### src/rtl/core/kvls_pkg.sv
// ---------------------------------------------------------------------------
// kvls_pkg
// Shared types, constants and command/status structs for the vec3 keyframe
// linear-interpolation sampler.
// ---------------------------------------------------------------------------
package kvls_pkg;

  localparam int DEF_MAX_KEYS = 256;
  localparam int CNT_W        = 9;
  localparam int IDX_W        = 8;
  localparam int DW           = 32;
  localparam int FRAC_W       = 16;
  localparam int ALPHA_W      = FRAC_W + 1;
  localparam int QUO_W        = DW + FRAC_W + 1;

  // op codes
  localparam logic OP_WRITE = 1'b0;
  localparam logic OP_QUERY = 1'b1;

  typedef struct packed {
    logic                  op;
    logic [IDX_W-1:0]      key_index;
    logic signed [DW-1:0]  key_time;
    logic signed [DW-1:0]  value_x;
    logic signed [DW-1:0]  value_y;
    logic signed [DW-1:0]  value_z;
    logic signed [DW-1:0]  query_time;
  } in_word_t;

  typedef struct packed {
    logic signed [DW-1:0] out_x;
    logic signed [DW-1:0] out_y;
    logic signed [DW-1:0] out_z;
    logic                 table_empty;
  } out_word_t;

  typedef enum logic [3:0] {
    ST_IDLE,
    ST_RD_FIRST,
    ST_CHK_FIRST,
    ST_RD_LAST,
    ST_CHK_LAST,
    ST_SCAN_RD,
    ST_SCAN_CHK,
    ST_DIV,
    ST_MUL,
    ST_OUT
  } state_t;

  // result source select
  typedef enum logic [1:0] {
    SRC_ZERO,
    SRC_ENTRY,
    SRC_BLEND
  } src_t;

  // controller to datapath
  typedef struct packed {
    logic store_write;
    logic load_query;
    logic rd_first;
    logic rd_last;
    logic rd_scan;
    logic scan_next;
    logic div_start;
    logic div_step;
    logic mul_step;
    logic out_load;
    src_t src;
    logic empty_flag;
  } cmd_t;

  // datapath to controller
  typedef struct packed {
    logic le_first;
    logic ge_last;
    logic in_seg;
    logic scan_end;
    logic div_done;
    logic mul_done;
  } sts_t;

endpackage

### src/rtl/core/kvls_ctrl.sv
// ---------------------------------------------------------------------------
// kvls_ctrl
// Sequencing state machine: boundary checks, segment scan, division and
// blend steps, result hand-off.
// ---------------------------------------------------------------------------
module kvls_ctrl (
  input  logic          clk,
  input  logic          rst,
  input  logic          in_valid,
  input  logic          in_op,
  output logic          in_stall,
  output logic          out_valid,
  input  logic          out_stall,
  input  logic          empty_n,
  input  kvls_pkg::sts_t sts,
  output kvls_pkg::cmd_t cmd
);
  import kvls_pkg::*;

  state_t state, state_next;
  logic   out_full;
  logic   take;

  assign take      = in_valid && !in_stall;
  // accept while idle; a pending result must be cleared before a new query
  assign in_stall  = (state != ST_IDLE) || (out_full && in_op == OP_QUERY);
  assign out_valid = out_full;

  // next state
  always_comb begin
    state_next = state;
    case (state)
      ST_IDLE: begin
        if (take && in_op == OP_QUERY) begin
          state_next = empty_n ? ST_RD_FIRST : ST_OUT;
        end
      end
      ST_RD_FIRST:  state_next = ST_CHK_FIRST;
      ST_CHK_FIRST: state_next = sts.le_first ? ST_OUT : ST_RD_LAST;
      ST_RD_LAST:   state_next = ST_CHK_LAST;
      ST_CHK_LAST:  state_next = sts.ge_last ? ST_OUT : ST_SCAN_RD;
      ST_SCAN_RD:   state_next = ST_SCAN_CHK;
      ST_SCAN_CHK: begin
        if (sts.in_seg) begin
          state_next = ST_DIV;
        end else if (sts.scan_end) begin
          state_next = ST_OUT;
        end else begin
          state_next = ST_SCAN_RD;
        end
      end
      ST_DIV:  state_next = sts.div_done ? ST_MUL : ST_DIV;
      ST_MUL:  state_next = sts.mul_done ? ST_OUT : ST_MUL;
      ST_OUT:  state_next = ST_IDLE;
      default: state_next = ST_IDLE;
    endcase
  end

  // outputs
  always_comb begin
    cmd = '0;
    cmd.src = SRC_ZERO;
    cmd.store_write = take && in_op == OP_WRITE;
    cmd.load_query  = take && in_op == OP_QUERY;
    cmd.empty_flag  = !empty_n;
    case (state)
      ST_RD_FIRST:  cmd.rd_first = 1'b1;
      ST_CHK_FIRST: begin
        cmd.src = SRC_ENTRY;
        cmd.out_load = sts.le_first;
      end
      ST_RD_LAST:   cmd.rd_last = 1'b1;
      ST_CHK_LAST: begin
        cmd.src = SRC_ENTRY;
        cmd.out_load = sts.ge_last;
      end
      ST_SCAN_RD:   cmd.rd_scan = 1'b1;
      ST_SCAN_CHK: begin
        cmd.div_start = sts.in_seg;
        cmd.scan_next = !sts.in_seg;
        cmd.out_load  = !sts.in_seg && sts.scan_end;
      end
      ST_DIV:  cmd.div_step = 1'b1;
      ST_MUL: begin
        cmd.mul_step = 1'b1;
        cmd.src      = SRC_BLEND;
        cmd.out_load = sts.mul_done;
      end
      ST_OUT:  cmd.out_load = !empty_n;
      default: ;
    endcase
  end

  // state and output-full flag
  always_ff @(posedge clk) begin
    if (rst) begin
      state    <= ST_IDLE;
      out_full <= 1'b0;
    end else begin
      state <= state_next;
      if (cmd.out_load) begin
        out_full <= 1'b1;
      end else if (out_full && !out_stall) begin
        out_full <= 1'b0;
      end
    end
  end

`ifndef SYNTHESIS
  a_no_take_busy: assert property (@(posedge clk) disable iff (rst)
    state != ST_IDLE |-> !take) else $error("item taken while busy");
  a_one_load: assert property (@(posedge clk) disable iff (rst)
    cmd.out_load |-> !out_full || !out_stall || state != ST_IDLE)
    else $error("result overwritten");
  a_out_after: assert property (@(posedge clk) disable iff (rst)
    state == ST_OUT |=> state == ST_IDLE) else $error("bad exit");
`endif

endmodule

### config.mk
export PLATFORM = sky130hd
export DESIGN_NAME = kvls_ctrl
export DESIGN_NICKNAME = d
export VERILOG_FILES = /design/src/rtl/core/kvls_pkg.sv /design/src/rtl/core/kvls_ctrl.sv
export SDC_FILE = /design/constraint.sdc
export NUM_CORES = 1
export LEC_CHECK = 0
export BUFFER_PORTS_ARGS = -buffer_cell sky130_fd_sc_hd__buf_2
export CELL_PAD_IN_SITES_DETAIL_PLACEMENT = 0
export CELL_PAD_IN_SITES_GLOBAL_PLACEMENT = 2
export CORE_MARGIN = 2
export CORE_UTILIZATION = 21
export CTS_BUF_LIST = sky130_fd_sc_hd__clkbuf_4 sky130_fd_sc_hd__clkbuf_8 sky130_fd_sc_hd__clkbuf_16
export DETAILED_ROUTE_END_ITERATION = 12
export PLACE_DENSITY_LB_ADDON = 0.1
export RECOVER_POWER = 25
export SETUP_SLACK_MARGIN = 0.5
export SKIP_CTS_REPAIR_TIMING = 1
export SLEW_MARGIN = 20
export SYNTH_ARGS = -nofsm -noshare
export SYNTH_HDL_FRONTEND = slang
export SYNTH_SLANG_ARGS = --single-unit
### constraint.sdc
create_clock -name clk -period 2.5 [get_ports clk]
set_input_delay 0 -clock clk [delete_from_list [all_inputs] [get_ports clk]]
set_output_delay 0 -clock clk [all_outputs]
set_load 0.05 [all_outputs]
==> results.py <==
metrics = {
    "hold_path": {
        "hold_class": "in2reg",
    },
    "routing": {
        "wl_per_cell_um": 11.4,
        "drt-pass1-iter-count": 2,
        "drc": 0,
        "drt.antenna.violating_nets": 0,
        "wirelength_mm": 1.34,
        "vias": 520,
        "drt_iter0_drc": 10,
        "routed_via_density": 4.41,
    },
    "logic_synthesis": {
        "synth-edff-count": 0,
        "yosysTopAreaCellShare_pct": 22.2,
        "syn_avg_cell_area_um2": 7.04,
        "async_flop_share_pct": 0,
        "synth-seq-cells": 5,
        "synth_area_um2": 450,
        "yosysWarnings": 0,
        "synth_area_leaders": "dfxtp_1 (22%), nand2_1 (7.5%), nor2_1 (5.8%)",
        "ys_types": 29,
        "ys_seq_area_share_pct": 22.2,
        "yosysTopAreaCell": "dfxtp_1",
        "synth_top_flop_cell": "dfxtp_1",
        "synth_cells": 64,
        "syn_nets": 76,
    },
    "clock_tree": {
        "cts_made_buffers": 3,
        "htree_levels": 1,
        "root_buffer": "clkbuf_4",
        "cts.sinks": 5,
        "clk_latency_ns": 0.24,
        "cts_tree": "built",
        "clock_path_buffers": 2,
        "clk_pin_slew_worst_paths_ns": 0.05,
    },
    "setup_path": {
        "worst_ep_required_time_ns": 2.50,
        "crit_path_max_fanout": 12,
        "critPathLaunchType": "flip-flop",
        "cp_slowest_cell": "dfxtp_1",
        "cp.arrival_ns": 1.72,
        "critPathMaxStageDelay_ns": 0.57,
        "crit_path_end_kind": "output port",
        "crit_chain": "and4bb_1 -> a32oi_1 -> nand2_1 -> buf_2",
        "crit_type": "reg2out",
    },
    "power": {
        "p_leak_nw": 0.283,
        "power_density_nw_per_um2": 674,
        "peakVddDrop_uv": 270,
    },
    "sta": {
        "skew_ns": 0.00147,
        "hold_viol_final": 0,
        "drv_slew": 0,
        "fin_crit_ns": 1.72,
        "worst_slew_pin_slew_ns": 0.596,
        "setup_viol": 0,
        "fin_crit_sh_pct": 68.9,
        "whs_ns": 0.0261,
        "relSlewSlack_pct": 60.4,
        "fmax_mhz": 580,
        "setup_tns_ns": 0,
        "grt_setup_unrepaired": "no",
    },
    "finish": {
        "layout-drive-gt1-share_pct": 34.1,
        "syn2layout_area_growth_pct": 40.0,
        "num-nets-final": 104,
        "antenna_cells": 0,
        "layout_common_cells": "buf_2 (22), nand2_1 (9), nor2_1 (7)",
        "layout_commonest_cell": "buf_2",
        "fin_util_pct": 31.5,
    },
    "global_route": {
        "grt.overflow.total": 0,
        "grt_pass1_vias": 525,
        "grt_util_all_layers_pct": 11.7,
        "antenna_found_initial": 0,
        "grt_max_degree": 15,
        "grt_pass1_wl_mm": 2.30,
    },
    "floorplan": {
        "ios": 27,
        "die_w_um": 50.3,
        "core_um2": 2000,
        "initial_core_util_pct": 22.5,
        "die_height_um": 50.3,
        "dieArea_um2": 2530,
        "rows": 16,
    },
    "place": {
        "gp_congestion": 0.676,
        "portBuffers": 26,
        "dp_hpwl_mm": 1.01,
    },
    "run_status": {
        "status": "finished, final reports clean",
    },
    "flow_run": {
        "maxCapViolations": 0,
    },
}
## cell type report
type | instances | area, um2
clock buffer | 4 | 30.0
fill | 236 | 1370
inverter | 3 | 11.3
multi-input combinational | 51 | 313
sequential | 5 | 100
tap | 27 | 33.8
timing repair buffer | 28 | 143
## cell families after synthesis
family,count (synthesis),share of synthesized area (%)
xor+xnor,1,1.94
mux,1,2.50
flops,5,22.2
buf+inv,8,8.33
compound gates,14,21.7
simple gates,35,43.3
## worst max-delay path: cells and delay by family, from the launching register on
family,cells,cell delay [ns]
buffers and inverters,1,0.22
DFF,1,0.57
and+or+nand+nor,2,0.36
AOI/OAI and AO/OA,1,0.33
## power by group
group	total [mW]	switching (mW)	leakage [nW]	internal (mW)
sequential	0.109	0.0200	0.0407	0.0889
combinational	0.210	0.149	0.224	0.0609
clock	0.106	0.0345	0.0184	0.0713
total	0.425	0.204	0.283	0.221
## sequential cells by signal (all words and copies together), names as in the netlist
register and flops:
state 4, out_valid 1
## final timing paths
check / startpoint / endpoint / slack, ns / depth (start not counted)
setup / recovery: state[0] / cmd[3] / 0.78 / 4
hold / removal: out_stall / out_valid / 0.03 / 3
setup reg to reg: state[1] / state[1] / 0.93 / 4
hold reg to reg: out_valid / out_valid / 0.55 / 2
## synthesized netlist by cell type, types with 2 or more instances
cell type  instances
nand2_1            9
nand3b_1           2
inv_1              3
dfxtp_1            5
a21oi_1            2
and2_1             3
o21ai_0            4
nor2_1             7
nor3_1             3
a31oi_1            2
buf_2              3
nand2b_1           3
nand3_1            2
## stage by stage
step	setup slack (ns)	cells	total power [mW]	area, um2
2_1_floorplan	0.825	64	0.277	455
3_3_place_gp	0.970	113	0.328	601
3_5_place_dp	0.914	113	0.325	601
4_1_cts	0.718	117	0.435	631
5_1_grt	0.654	118	0.454	631
6_report	0.776	118	0.425	631
## metal layers
layer,wire (um),GRT usage (%),up-vias
met4,0,7.21,0
met2,620,17.3,12
met5,0,0,-
met1,661,15.4,231
met3,60,2.68,0
li1,-,-,277
(Power assumes the default switching activity.)
